[config.mk]
export PLATFORM = sky130hd
export DESIGN_NAME = song_binary_stream_decoder_top_flat
export DESIGN_NICKNAME = d
export VERILOG_FILES = /design/src/sv/sbsd_pkg.sv /design/src/sv/sbsd_if.sv /design/src/sv/sbsd_core.sv /design/src/sv/song_binary_stream_decoder_top.sv /design/src/flat_wrapper.sv
export SDC_FILE = /design/constraint.sdc
export NUM_CORES = 1
export LEC_CHECK = 0
export BUFFER_PORTS_ARGS = -buffer_cell sky130_fd_sc_hd__buf_2
export CELL_PAD_IN_SITES_DETAIL_PLACEMENT = 1
export CELL_PAD_IN_SITES_GLOBAL_PLACEMENT = 1
export CORE_ASPECT_RATIO = 1.1
export CORE_UTILIZATION = 25
export CTS_CLUSTER_DIAMETER = 120
export CTS_CLUSTER_SIZE = 8
export DETAILED_ROUTE_END_ITERATION = 7
export PLACE_DENSITY = 0.6
export SETUP_SLACK_MARGIN = 0.15
export SKIP_CTS_REPAIR_TIMING = 1
export SYNTH_ARGS = -nofsm -noshare
export SYNTH_HDL_FRONTEND = slang
export SYNTH_SLANG_ARGS = --single-unit
[constraint.sdc]
create_clock -name clk_i -period 6.26 [get_ports clk_i]
set_clock_uncertainty 0.1 [all_clocks]
set_input_delay 0.626 -clock clk_i [delete_from_list [all_inputs] [get_ports clk_i]]
set_output_delay 0.626 -clock clk_i [all_outputs]
set_load 0.01 [all_outputs]
[src/sv/sbsd_pkg.sv]
// Types and constants of the song stream decoder.
// Used by sbsd_core, the top level and the checker; depends on nothing.
package sbsd_pkg;

  typedef enum logic [2:0] {
    PH_HEADER = 3'd0,
    PH_SKIP   = 3'd1,
    PH_DRUMS  = 3'd2,
    PH_ILEN   = 3'd3,
    PH_ITEXT  = 3'd4,
    PH_OPCODE = 3'd5,
    PH_ARGS   = 3'd6,
    PH_FAILED = 3'd7
  } phase_e;

  typedef enum logic [3:0] {
    KIND_HEADER      = 4'd0,
    KIND_DRUM_ID     = 4'd1,
    KIND_INSTR_START = 4'd2,
    KIND_NAME_BYTE   = 4'd3,
    KIND_BEAT        = 4'd4,
    KIND_NOTE        = 4'd5,
    KIND_DRUM_HIT    = 4'd6,
    KIND_ASSIGN      = 4'd7,
    KIND_GLISS       = 4'd8,
    KIND_END         = 4'd9,
    KIND_ERROR       = 4'd10
  } kind_e;

  // Error codes carried in arg0 of an error record.
  localparam logic [7:0] ERR_HDR_SHORT = 8'd0;
  localparam logic [7:0] ERR_SIGNATURE = 8'd1;
  localparam logic [7:0] ERR_TEMPO     = 8'd2;
  localparam logic [7:0] ERR_LENGTH    = 8'd3;
  localparam logic [7:0] ERR_TRUNC     = 8'd4;
  localparam logic [7:0] ERR_OPCODE    = 8'd5;

  // Command opcodes.
  localparam logic [2:0] OP_NOOP   = 3'd0;
  localparam logic [2:0] OP_BEAT   = 3'd1;
  localparam logic [2:0] OP_NOTE   = 3'd2;
  localparam logic [2:0] OP_DRUM   = 3'd3;
  localparam logic [2:0] OP_ASSIGN = 3'd4;
  localparam logic [2:0] OP_GLISS  = 3'd5;

  // Argument bytes per command.
  localparam logic [2:0] NEED_NOTE   = 3'd5;
  localparam logic [2:0] NEED_DRUM   = 3'd3;
  localparam logic [2:0] NEED_ASSIGN = 3'd1;
  localparam logic [2:0] NEED_GLISS  = 3'd3;

  // Byte positions inside the fixed 16-byte header.
  localparam logic [3:0] SIG_LEN       = 4'd8;
  localparam logic [3:0] HPOS_TEMPO_HI = 4'd8;
  localparam logic [3:0] HPOS_TEMPO_LO = 4'd9;
  localparam logic [3:0] HPOS_DRUMS    = 4'd10;
  localparam logic [3:0] HPOS_INSTR    = 4'd11;
  localparam logic [3:0] HPOS_LEN0     = 4'd12;
  localparam logic [3:0] HPOS_LAST     = 4'd15;

  localparam logic [7:0] SIGNATURE [8] = '{
    8'h00, 8'h50, 8'h53, 8'hFF, 8'h53, 8'h4F, 8'h4E, 8'h47
  };

  typedef struct packed {
    kind_e       kind;
    logic [15:0] tempo;
    logic [7:0]  arg0;
    logic [7:0]  arg1;
    logic [7:0]  arg2;
    logic [7:0]  arg3;
    logic [7:0]  arg4;
    logic        file_done;
  } rec_t;

endpackage

[src/sv/sbsd_if.sv]
// Valid/ready stream interfaces for the song stream decoder.
// Depends on nothing; used by the top level.
interface sbsd_in_if;
  logic       valid;
  logic       ready;
  logic [7:0] data_byte;
  logic       final_byte;

  modport source (output valid, output data_byte, output final_byte, input ready);
  modport sink   (input valid, input data_byte, input final_byte, output ready);
endinterface

interface sbsd_out_if;
  logic        valid;
  logic        ready;
  logic [3:0]  kind;
  logic [15:0] tempo;
  logic [7:0]  arg0;
  logic [7:0]  arg1;
  logic [7:0]  arg2;
  logic [7:0]  arg3;
  logic [7:0]  arg4;
  logic        file_done;

  modport source (output valid, output kind, output tempo, output arg0, output arg1,
                  output arg2, output arg3, output arg4, output file_done, input ready);
  modport sink   (input valid, input kind, input tempo, input arg0, input arg1,
                  input arg2, input arg3, input arg4, input file_done, output ready);
endinterface

[src/sv/sbsd_core.sv]
// Parser state and per-byte decode of the song stream decoder.
// Depends on sbsd_pkg.
module sbsd_core (
  input  logic             clk_i,
  input  logic             rst_ni,
  input  logic             step_i,
  input  logic [7:0]       data_byte_i,
  input  logic             final_byte_i,
  output logic             have_o,
  output sbsd_pkg::rec_t   rec_o
);

  sbsd_pkg::phase_e phase_q, phase_d;
  logic [3:0]  hpos_q, hpos_d;
  logic [15:0] tempo_q, tempo_d;
  logic [7:0]  drum_q, drum_d;
  logic [7:0]  instr_q, instr_d;
  logic [31:0] skip_q, skip_d;
  logic [7:0]  items_q, items_d;
  logic [7:0]  text_q, text_d;
  logic [2:0]  opcode_q, opcode_d;
  logic [2:0]  argcnt_q, argcnt_d;
  logic        sig_bad_q, sig_bad_d;
  logic [7:0]  store_q [4];

  logic        store_we;
  logic        err;
  logic [7:0]  err_code;
  sbsd_pkg::rec_t rec;
  logic        have;

  // Phase this byte leads to, before an end of file sends the parser back to the header.
  sbsd_pkg::phase_e step_phase;

  // Where the stream goes once the extra header is behind us.
  sbsd_pkg::phase_e drums_phase;
  logic [7:0]       drums_items;
  // Command decode for the argument phase.
  sbsd_pkg::kind_e  cmd_kind;
  logic [2:0]       cmd_need;
  logic             args_last;
  logic [7:0]       args [5];

  always_comb begin
    if (drum_q != 8'd0) begin
      drums_phase = sbsd_pkg::PH_DRUMS;
      drums_items = drum_q;
    end else if (instr_q != 8'd0) begin
      drums_phase = sbsd_pkg::PH_ILEN;
      drums_items = instr_q;
    end else begin
      drums_phase = sbsd_pkg::PH_OPCODE;
      drums_items = items_q;
    end
  end

  always_comb begin
    case (opcode_q)
      sbsd_pkg::OP_NOTE: begin
        cmd_kind = sbsd_pkg::KIND_NOTE;
        cmd_need = sbsd_pkg::NEED_NOTE;
      end
      sbsd_pkg::OP_DRUM: begin
        cmd_kind = sbsd_pkg::KIND_DRUM_HIT;
        cmd_need = sbsd_pkg::NEED_DRUM;
      end
      sbsd_pkg::OP_ASSIGN: begin
        cmd_kind = sbsd_pkg::KIND_ASSIGN;
        cmd_need = sbsd_pkg::NEED_ASSIGN;
      end
      sbsd_pkg::OP_GLISS: begin
        cmd_kind = sbsd_pkg::KIND_GLISS;
        cmd_need = sbsd_pkg::NEED_GLISS;
      end
      default: begin
        cmd_kind = sbsd_pkg::KIND_HEADER;
        cmd_need = sbsd_pkg::NEED_GLISS;
      end
    endcase
  end

  assign args_last = (argcnt_q + 3'd1) >= cmd_need;

  // Stored bytes below the count, the current byte at the count, zero above.
  always_comb begin
    for (int i = 0; i < 4; i++) begin
      if (3'(i) < argcnt_q) begin
        args[i] = store_q[i];
      end else if (3'(i) == argcnt_q) begin
        args[i] = data_byte_i;
      end else begin
        args[i] = 8'h00;
      end
    end
    args[4] = (argcnt_q == 3'd4) ? data_byte_i : 8'h00;
  end

  // Next state.
  always_comb begin
    step_phase = phase_q;
    hpos_d     = hpos_q;
    tempo_d    = tempo_q;
    drum_d     = drum_q;
    instr_d    = instr_q;
    skip_d     = skip_q;
    items_d    = items_q;
    text_d     = text_q;
    opcode_d   = opcode_q;
    argcnt_d   = argcnt_q;
    sig_bad_d  = sig_bad_q;
    store_we   = 1'b0;
    err        = 1'b0;
    err_code   = sbsd_pkg::ERR_HDR_SHORT;

    case (phase_q)
      sbsd_pkg::PH_HEADER: begin
        if ((hpos_q < sbsd_pkg::SIG_LEN) &&
            (data_byte_i != sbsd_pkg::SIGNATURE[hpos_q[2:0]])) begin
          sig_bad_d = 1'b1;
        end
        case (hpos_q)
          sbsd_pkg::HPOS_TEMPO_HI: tempo_d = {data_byte_i, 8'h00};
          sbsd_pkg::HPOS_TEMPO_LO: tempo_d = tempo_q | {8'h00, data_byte_i};
          sbsd_pkg::HPOS_DRUMS:    drum_d  = data_byte_i;
          sbsd_pkg::HPOS_INSTR:    instr_d = data_byte_i;
          default: begin
            if (hpos_q >= sbsd_pkg::HPOS_LEN0) skip_d = {skip_q[23:0], data_byte_i};
          end
        endcase
        if (hpos_q == sbsd_pkg::HPOS_LAST) begin
          // Checks in order: signature, tempo, extra-header length.
          if (sig_bad_q) begin
            err      = 1'b1;
            err_code = sbsd_pkg::ERR_SIGNATURE;
          end else if (tempo_q == 16'd0) begin
            err      = 1'b1;
            err_code = sbsd_pkg::ERR_TEMPO;
          end else if (skip_d[31]) begin
            err      = 1'b1;
            err_code = sbsd_pkg::ERR_LENGTH;
          end else if (skip_d != 32'd0) begin
            step_phase = sbsd_pkg::PH_SKIP;
          end else begin
            step_phase = drums_phase;
            items_d    = drums_items;
          end
        end else begin
          hpos_d = hpos_q + 4'd1;
        end
      end
      sbsd_pkg::PH_SKIP: begin
        skip_d = skip_q - 32'd1;
        if (skip_q == 32'd1) begin
          step_phase = drums_phase;
          items_d    = drums_items;
        end
      end
      sbsd_pkg::PH_DRUMS: begin
        items_d = items_q - 8'd1;
        if (items_q == 8'd1) begin
          if (instr_q != 8'd0) begin
            items_d    = instr_q;
            step_phase = sbsd_pkg::PH_ILEN;
          end else begin
            step_phase = sbsd_pkg::PH_OPCODE;
          end
        end
      end
      sbsd_pkg::PH_ILEN: begin
        if (data_byte_i != 8'd0) begin
          text_d     = data_byte_i;
          step_phase = sbsd_pkg::PH_ITEXT;
        end else begin
          items_d    = items_q - 8'd1;
          step_phase = (items_q == 8'd1) ? sbsd_pkg::PH_OPCODE : sbsd_pkg::PH_ILEN;
        end
      end
      sbsd_pkg::PH_ITEXT: begin
        text_d = text_q - 8'd1;
        if (text_q == 8'd1) begin
          items_d    = items_q - 8'd1;
          step_phase = (items_q == 8'd1) ? sbsd_pkg::PH_OPCODE : sbsd_pkg::PH_ILEN;
        end
      end
      sbsd_pkg::PH_OPCODE: begin
        // Noop and beat leave the parser where it is.
        if (data_byte_i > {5'd0, sbsd_pkg::OP_GLISS}) begin
          err      = 1'b1;
          err_code = sbsd_pkg::ERR_OPCODE;
        end else if (data_byte_i > {5'd0, sbsd_pkg::OP_BEAT}) begin
          opcode_d   = data_byte_i[2:0];
          argcnt_d   = 3'd0;
          step_phase = sbsd_pkg::PH_ARGS;
        end
      end
      sbsd_pkg::PH_ARGS: begin
        if (args_last) begin
          argcnt_d   = 3'd0;
          step_phase = sbsd_pkg::PH_OPCODE;
        end else begin
          store_we = 1'b1;
          argcnt_d = argcnt_q + 3'd1;
        end
      end
      default: begin
        // Failed: swallow bytes up to the end of the file.
      end
    endcase

    if (err) step_phase = sbsd_pkg::PH_FAILED;
    phase_d = step_phase;

    // Every file end, clean or not, restarts the parser.
    if (final_byte_i) begin
      phase_d   = sbsd_pkg::PH_HEADER;
      hpos_d    = 4'd0;
      tempo_d   = 16'd0;
      drum_d    = 8'd0;
      instr_d   = 8'd0;
      skip_d    = 32'd0;
      items_d   = 8'd0;
      text_d    = 8'd0;
      opcode_d  = 3'd0;
      argcnt_d  = 3'd0;
      sig_bad_d = 1'b0;
    end
  end

  // Record for the current byte.
  always_comb begin
    rec  = '0;
    have = 1'b0;

    case (phase_q)
      sbsd_pkg::PH_HEADER: begin
        if (hpos_q == sbsd_pkg::HPOS_LAST) begin
          have      = 1'b1;
          rec.kind  = sbsd_pkg::KIND_HEADER;
          rec.tempo = tempo_q;
          rec.arg0  = drum_q;
          rec.arg1  = instr_q;
        end
      end
      sbsd_pkg::PH_DRUMS: begin
        have     = 1'b1;
        rec.kind = sbsd_pkg::KIND_DRUM_ID;
        rec.arg0 = data_byte_i;
        rec.arg1 = drum_q - items_q;
      end
      sbsd_pkg::PH_ILEN: begin
        have     = 1'b1;
        rec.kind = sbsd_pkg::KIND_INSTR_START;
        rec.arg0 = data_byte_i;
        rec.arg1 = instr_q - items_q;
      end
      sbsd_pkg::PH_ITEXT: begin
        have     = 1'b1;
        rec.kind = sbsd_pkg::KIND_NAME_BYTE;
        rec.arg0 = data_byte_i;
        rec.arg1 = instr_q - items_q;
      end
      sbsd_pkg::PH_OPCODE: begin
        if (data_byte_i == {5'd0, sbsd_pkg::OP_BEAT}) begin
          have     = 1'b1;
          rec.kind = sbsd_pkg::KIND_BEAT;
        end
      end
      sbsd_pkg::PH_ARGS: begin
        if (args_last) begin
          have     = 1'b1;
          rec.kind = cmd_kind;
          rec.arg0 = args[0];
          rec.arg1 = args[1];
          rec.arg2 = args[2];
          rec.arg3 = args[3];
          rec.arg4 = args[4];
        end
      end
      default: begin
        // Failed: no record.
      end
    endcase

    if (err) begin
      rec           = '0;
      rec.kind      = sbsd_pkg::KIND_ERROR;
      rec.arg0      = err_code;
      rec.file_done = 1'b1;
      have          = 1'b1;
    end else if (final_byte_i && (phase_q != sbsd_pkg::PH_FAILED)) begin
      if (step_phase == sbsd_pkg::PH_OPCODE) begin
        if (!have) begin
          rec      = '0;
          rec.kind = sbsd_pkg::KIND_END;
        end
      end else begin
        rec      = '0;
        rec.kind = sbsd_pkg::KIND_ERROR;
        rec.arg0 = (step_phase == sbsd_pkg::PH_HEADER) ? sbsd_pkg::ERR_HDR_SHORT
                                                      : sbsd_pkg::ERR_TRUNC;
      end
      rec.file_done = 1'b1;
      have          = 1'b1;
    end
  end

  always_ff @(posedge clk_i or negedge rst_ni) begin
    if (!rst_ni) begin
      phase_q   <= sbsd_pkg::PH_HEADER;
      hpos_q    <= 4'd0;
      tempo_q   <= 16'd0;
      drum_q    <= 8'd0;
      instr_q   <= 8'd0;
      skip_q    <= 32'd0;
      items_q   <= 8'd0;
      text_q    <= 8'd0;
      opcode_q  <= 3'd0;
      argcnt_q  <= 3'd0;
      sig_bad_q <= 1'b0;
    end else if (step_i) begin
      phase_q   <= phase_d;
      hpos_q    <= hpos_d;
      tempo_q   <= tempo_d;
      drum_q    <= drum_d;
      instr_q   <= instr_d;
      skip_q    <= skip_d;
      items_q   <= items_d;
      text_q    <= text_d;
      opcode_q  <= opcode_d;
      argcnt_q  <= argcnt_d;
      sig_bad_q <= sig_bad_d;
    end
  end

  always_ff @(posedge clk_i) begin
    if (step_i && store_we) store_q[argcnt_q[1:0]] <= data_byte_i;
  end

  assign have_o = have;
  assign rec_o  = rec;

endmodule

[src/sv/song_binary_stream_decoder_top.sv]
// Top level of the song stream decoder: input register, decode core, result register.
// Depends on sbsd_pkg, sbsd_if (sbsd_in_if, sbsd_out_if) and sbsd_core.
//
//   channel   dir   transaction payload
//   in_i      in    data_byte, final_byte (one file byte)
//   out_o     out   kind, tempo, arg0..arg4, file_done (one record)
//
// One byte is taken per cycle while out_o is not stalling; its record passes
// through the input register, then the result register, before it is presented
// on out_o.
// Bytes that produce no record (signature, extra header, noop, error tail) only
// advance the parser state.
// Reset clears the parser to the header phase and empties both registers.
// A stalled result register holds its record; the input register keeps taking
// bytes until it is full too, then in_i.ready stays low until out_o drains.
module song_binary_stream_decoder_top (
  input  logic              clk_i,
  input  logic              rst_ni,
  sbsd_in_if.sink           in_i,
  sbsd_out_if.source        out_o
);

  // Input register.
  logic       in_valid_q, in_valid_d;
  logic [7:0] in_byte_q;
  logic       in_final_q;

  // Result register.
  logic           out_valid_q, out_valid_d;
  sbsd_pkg::rec_t out_rec_q;

  logic           advance;
  logic           have;
  sbsd_pkg::rec_t rec;

  // Move the held byte through decode when the result register can take its record.
  assign advance  = in_valid_q && (!out_valid_q || out_o.ready);
  assign in_i.ready = !in_valid_q || advance;

  always_comb begin
    in_valid_d = in_valid_q;
    if (in_i.valid && in_i.ready) begin
      in_valid_d = 1'b1;
    end else if (advance) begin
      in_valid_d = 1'b0;
    end
  end

  always_comb begin
    out_valid_d = out_valid_q;
    if (advance) begin
      out_valid_d = have;
    end else if (out_o.ready) begin
      out_valid_d = 1'b0;
    end
  end

  sbsd_core u_core (
    .clk_i        (clk_i),
    .rst_ni       (rst_ni),
    .step_i       (advance),
    .data_byte_i  (in_byte_q),
    .final_byte_i (in_final_q),
    .have_o       (have),
    .rec_o        (rec)
  );

  always_ff @(posedge clk_i or negedge rst_ni) begin
    if (!rst_ni) begin
      in_valid_q  <= 1'b0;
      out_valid_q <= 1'b0;
    end else begin
      in_valid_q  <= in_valid_d;
      out_valid_q <= out_valid_d;
    end
  end

  // Payload registers: load on transaction, no reset.
  always_ff @(posedge clk_i) begin
    if (in_i.valid && in_i.ready) begin
      in_byte_q  <= in_i.data_byte;
      in_final_q <= in_i.final_byte;
    end
    if (advance && have) begin
      out_rec_q <= rec;
    end
  end

  assign out_o.valid     = out_valid_q;
  assign out_o.kind      = out_rec_q.kind;
  assign out_o.tempo     = out_rec_q.tempo;
  assign out_o.arg0      = out_rec_q.arg0;
  assign out_o.arg1      = out_rec_q.arg1;
  assign out_o.arg2      = out_rec_q.arg2;
  assign out_o.arg3      = out_rec_q.arg3;
  assign out_o.arg4      = out_rec_q.arg4;
  assign out_o.file_done = out_rec_q.file_done;

endmodule

[src/flat_wrapper.sv]
// flat-port wrapper written by rule: the top's interface ports become plain ports
module song_binary_stream_decoder_top_flat 
  (clk_i, rst_ni, in_i_valid, in_i_data_byte, in_i_final_byte, in_i_ready, out_o_valid, out_o_kind, out_o_tempo, out_o_arg0, out_o_arg1, out_o_arg2, out_o_arg3, out_o_arg4, out_o_file_done, out_o_ready);
  sbsd_in_if in_i_i ();
  sbsd_out_if out_o_i ();
  input  logic clk_i;
  input  logic rst_ni;
  input wire logic [$bits(in_i_i.valid)-1:0] in_i_valid;
  input wire logic [$bits(in_i_i.data_byte)-1:0] in_i_data_byte;
  input wire logic [$bits(in_i_i.final_byte)-1:0] in_i_final_byte;
  output wire logic [$bits(in_i_i.ready)-1:0] in_i_ready;
  output wire logic [$bits(out_o_i.valid)-1:0] out_o_valid;
  output wire logic [$bits(out_o_i.kind)-1:0] out_o_kind;
  output wire logic [$bits(out_o_i.tempo)-1:0] out_o_tempo;
  output wire logic [$bits(out_o_i.arg0)-1:0] out_o_arg0;
  output wire logic [$bits(out_o_i.arg1)-1:0] out_o_arg1;
  output wire logic [$bits(out_o_i.arg2)-1:0] out_o_arg2;
  output wire logic [$bits(out_o_i.arg3)-1:0] out_o_arg3;
  output wire logic [$bits(out_o_i.arg4)-1:0] out_o_arg4;
  output wire logic [$bits(out_o_i.file_done)-1:0] out_o_file_done;
  input wire logic [$bits(out_o_i.ready)-1:0] out_o_ready;
  assign in_i_i.valid = in_i_valid;
  assign in_i_i.data_byte = in_i_data_byte;
  assign in_i_i.final_byte = in_i_final_byte;
  assign in_i_ready = in_i_i.ready;
  assign out_o_valid = out_o_i.valid;
  assign out_o_kind = out_o_i.kind;
  assign out_o_tempo = out_o_i.tempo;
  assign out_o_arg0 = out_o_i.arg0;
  assign out_o_arg1 = out_o_i.arg1;
  assign out_o_arg2 = out_o_i.arg2;
  assign out_o_arg3 = out_o_i.arg3;
  assign out_o_arg4 = out_o_i.arg4;
  assign out_o_file_done = out_o_i.file_done;
  assign out_o_i.ready = out_o_ready;
  song_binary_stream_decoder_top u_core (.clk_i(clk_i), .rst_ni(rst_ni), .in_i(in_i_i), .out_o(out_o_i));
endmodule
==> impl_metrics.env <==
export IMPL_p_per_area_nw_per_um2=279
export IMPL_peakVddDrop_mv=0.178
export IMPL_via_count=9781
export IMPL_period_share_pct=69.6
export IMPL_diodes=0
export IMPL_totalPowerFinal_mw=3.57
export IMPL_critical_path_class="flip-flop to flip-flop"
export IMPL_cts_buffer_depth=2
export IMPL_drv_cap=0
export IMPL_worst_path_max_fanout=14
export IMPL_htree_num_levels=4
export IMPL_track_usage_pct=17.1
export IMPL_routed_wl_mm=37.9
export IMPL_routedWlPerCell_microns=20.8
export IMPL_layout_commonest_cell="nand2_1"
export IMPL_fin_ws_ns=1.90
export IMPL_status="complete, no violations"
export IMPL_design_area_sq_um=12800
export IMPL_placed_cells=1792
export IMPL_r2r_end="u_core.out_o.arg1[1]"
export IMPL_hold_viol_final=0
export IMPL_first_pass_iters=7
export IMPL_viasPerCell=5.36
export IMPL_syn_inst=1190
export IMPL_cts_sinks=198
export IMPL_clock_fmax_mhz=229
export IMPL_slowest_stage="or4b_2"
export IMPL_numPortBuffers=75
export IMPL_post_route_min_period_ns=4.36
export IMPL_start_util_pct=25.3
export IMPL_grt_overflow=0
export IMPL_hold_path_class="input pin to async pin"
export IMPL_cts_tree="done"
export IMPL_yosysTopAreaCellShare_pct=27.3
export IMPL_post_place_ws_ns=1.86
export IMPL_crit_required_ns=6.34
export IMPL_postSynthAreaPerCell_sq_um=9.43
export IMPL_cts_buffers=17
export IMPL_synthArstFlopShare_pct=48.5
export IMPL_synth_warnings=0
export IMPL_synth_seq_area_share_pct=48.7
export IMPL_placementRows=81
export IMPL_reg2reg_depth=10
export IMPL_hpwl_mm=26.0
export IMPL_drv_slew=0
export IMPL_p_leak_nw=4.88
export IMPL_drive_gt1_share_pct=13.5
export IMPL_r2r_start="u_core.u_core.argcnt_q[0]"
export IMPL_rsz0062_at_grt="false"
export IMPL_regToRegSetupSlack_ns=1.90
export IMPL_nets=1268
export IMPL_coreArea_sq_um=44400
export IMPL_drc=0
export IMPL_syn_to_final_growth_pct=13.9
export IMPL_fin_util_pct=28.8
export IMPL_grt_pass1_wl_mm=60.2
export IMPL_die_w_microns=204
export IMPL_slew_headroom_pct=39.7
export IMPL_endpoint_kind="flip-flop"
export IMPL_finalWeightedCongestion=0.876
export IMPL_dieArea_sq_um=45700
export IMPL_post_dp_cell_area_sq_um=12200
export IMPL_setup_viol=0
export IMPL_synth_edf_count=102
export IMPL_netlist_area_sq_um=11200
export IMPL_final_cells=1824
export IMPL_grt_max_degree=60
export IMPL_cts_clk_slew_worst_paths_ns=0.09
export IMPL_antenna_left=0
export IMPL_grt_pass1_vias=10000
export IMPL_cts_root_buf="clkbuf_16"
export IMPL_antenna_found_initial=1
export IMPL_arrival_ns=4.44
export IMPL_ys_flop_type="edfxtp_1"
export IMPL_drt_initial_drc_count=618
export IMPL_synth_area_leader_cell="edfxtp_1"
export IMPL_final_cell_mix="159 x nand2_1, 102 x edfxtp_1, 99 x nor2_1, 96 x dfrtp_1"
export IMPL_holdWs_ns=0.0356
export IMPL_fillers=5133
export IMPL_die_y_microns=224
export IMPL_synth_nets=1228
export IMPL_tightestPinTransition_ns=0.905
export IMPL_yosys_cell_types_count=78
export IMPL_ys_ff_latch=198
export IMPL_crit_path_cell_trace="inv_1 -> ha_1 -> ha_1 -> and3b_1 -> nor2_1 -> nor2_1 -> or4b_2 -> nor4_2 -> or4b_1 -> nor3_1"
export IMPL_num_io_pins=76
export IMPL_critPathLaunchType="flip-flop"
export IMPL_synth_area_leaders="edfxtp_1 27%, dfrtp_1 21%, nand2_1 5.3%"
export IMPL_slowest_delay_ns=0.79
export IMPL_clock_latency_ns=0.47
export IMPL_tns_ns=0
## per-layer routing
metal / wire length (microns) / global-route usage (%) / part of all wire, % / vias up
met5: 0 / 0 / 0 / -
met4: 868 / 5.71 / 2.3 / 0
met3: 1290 / 3.03 / 3.4 / 51
met2: 18200 / 28.4 / 48 / 202
met1: 17500 / 22.2 / 46 / 5029
li1: - / - / - / 4499
## final cells by class
cell class | count | area (sq um) | share of cell area [%]
Multi-Input combinational cell | 883 | 5340 | 41.8
Tap cell | 581 | 727 | 5.69
Clock inverter | 14 | 135 | 1.06
Timing Repair Buffer | 102 | 581 | 4.54
Inverter | 28 | 105 | 0.822
Clock buffer | 18 | 429 | 3.36
Sequential cell | 198 | 5470 | 42.8
## worst max path at each step
stage	from	endpoint	slack, ns	cells after the start
finish	u_core.u_core.argcnt_q[0]	u_core.out_o.arg1[1]	1.90	10
CTS	u_core.u_core.argcnt_q[0]	u_core.out_o.arg1[1]	1.83	10
global placement	u_core.u_core.argcnt_q[0]	u_core.out_o.arg1[7]	2.03	10
floorplan	u_core.u_core.argcnt_q[0]	u_core.out_o.arg0[0]	0.49	9
detailed placement	u_core.u_core.argcnt_q[0]	u_core.out_o.arg1[1]	1.86	10
global route	u_core.u_core.argcnt_q[0]	u_core.out_o.arg1[1]	1.58	10
## critical path: cells and delay by family, from the launching register on
| family | cells | cell delay (ns) |
|---|---|---|
| AND/OR/NAND/NOR | 7 | 2.49 |
| adder cells (fa/ha/maj) | 2 | 0.65 |
| flip-flops | 1 | 0.60 |
| buffers and inverters | 1 | 0.22 |
## registers in the layout (all words and copies together) (netlist names), 16 cells and up
register / count
u_core.u_core.store_q: 32
u_core.out_o.tempo: 16
u_core.u_core.skip_q: 32
u_core.u_core.tempo_q: 16
## cell usage after synthesis, types with 8 or more instances
| library cell | instances |
|---|---|
| nand2_1 | 159 |
| edfxtp_1 | 102 |
| nor2_1 | 99 |
| dfrtp_1 | 96 |
| a21oi_1 | 76 |
| o21ai_0 | 76 |
| clkbuf_1 | 68 |
| nor3_1 | 42 |
| and2_1 | 36 |
| nand3_1 | 36 |
| a22o_1 | 32 |
| inv_1 | 28 |
| nor4_1 | 27 |
| ha_1 | 24 |
| a31oi_1 | 19 |
| nand2b_1 | 15 |
| mux2i_1 | 14 |
| xnor2_1 | 13 |
| o31ai_1 | 12 |
| a222oi_1 | 11 |
| a22oi_1 | 11 |
| or2_2 | 11 |
| nor3_2 | 10 |
| and3_1 | 9 |
| nand4_1 | 9 |
| or3_1 | 9 |
| a21o_1 | 8 |
| buf_1 | 8 |
## cells by family (layout without fill, tap and decap cells)
kind of cell / Yosys count / in the layout / share of synthesized area, %
adder cells (fa/ha/maj): 25 / 25 / 2.85
XOR/XNOR: 17 / 17 / 1.33
flip-flops: 198 / 198 / 48.7
buffers and inverters: 109 / 162 / 3.81
multiplexers: 15 / 15 / 1.35
AND/OR/NAND/NOR: 501 / 501 / 22.4
AO/OA/AOI/OAI: 325 / 325 / 19.5
## where the power goes
group	total [mW]	switching, mW	internal (mW)
Clock	1.09	0.561	0.528
Combinational	0.872	0.590	0.281
Sequential	1.60	0.128	1.48
Total	3.57	1.28	2.29
Power figures use the tool's default switching activity.
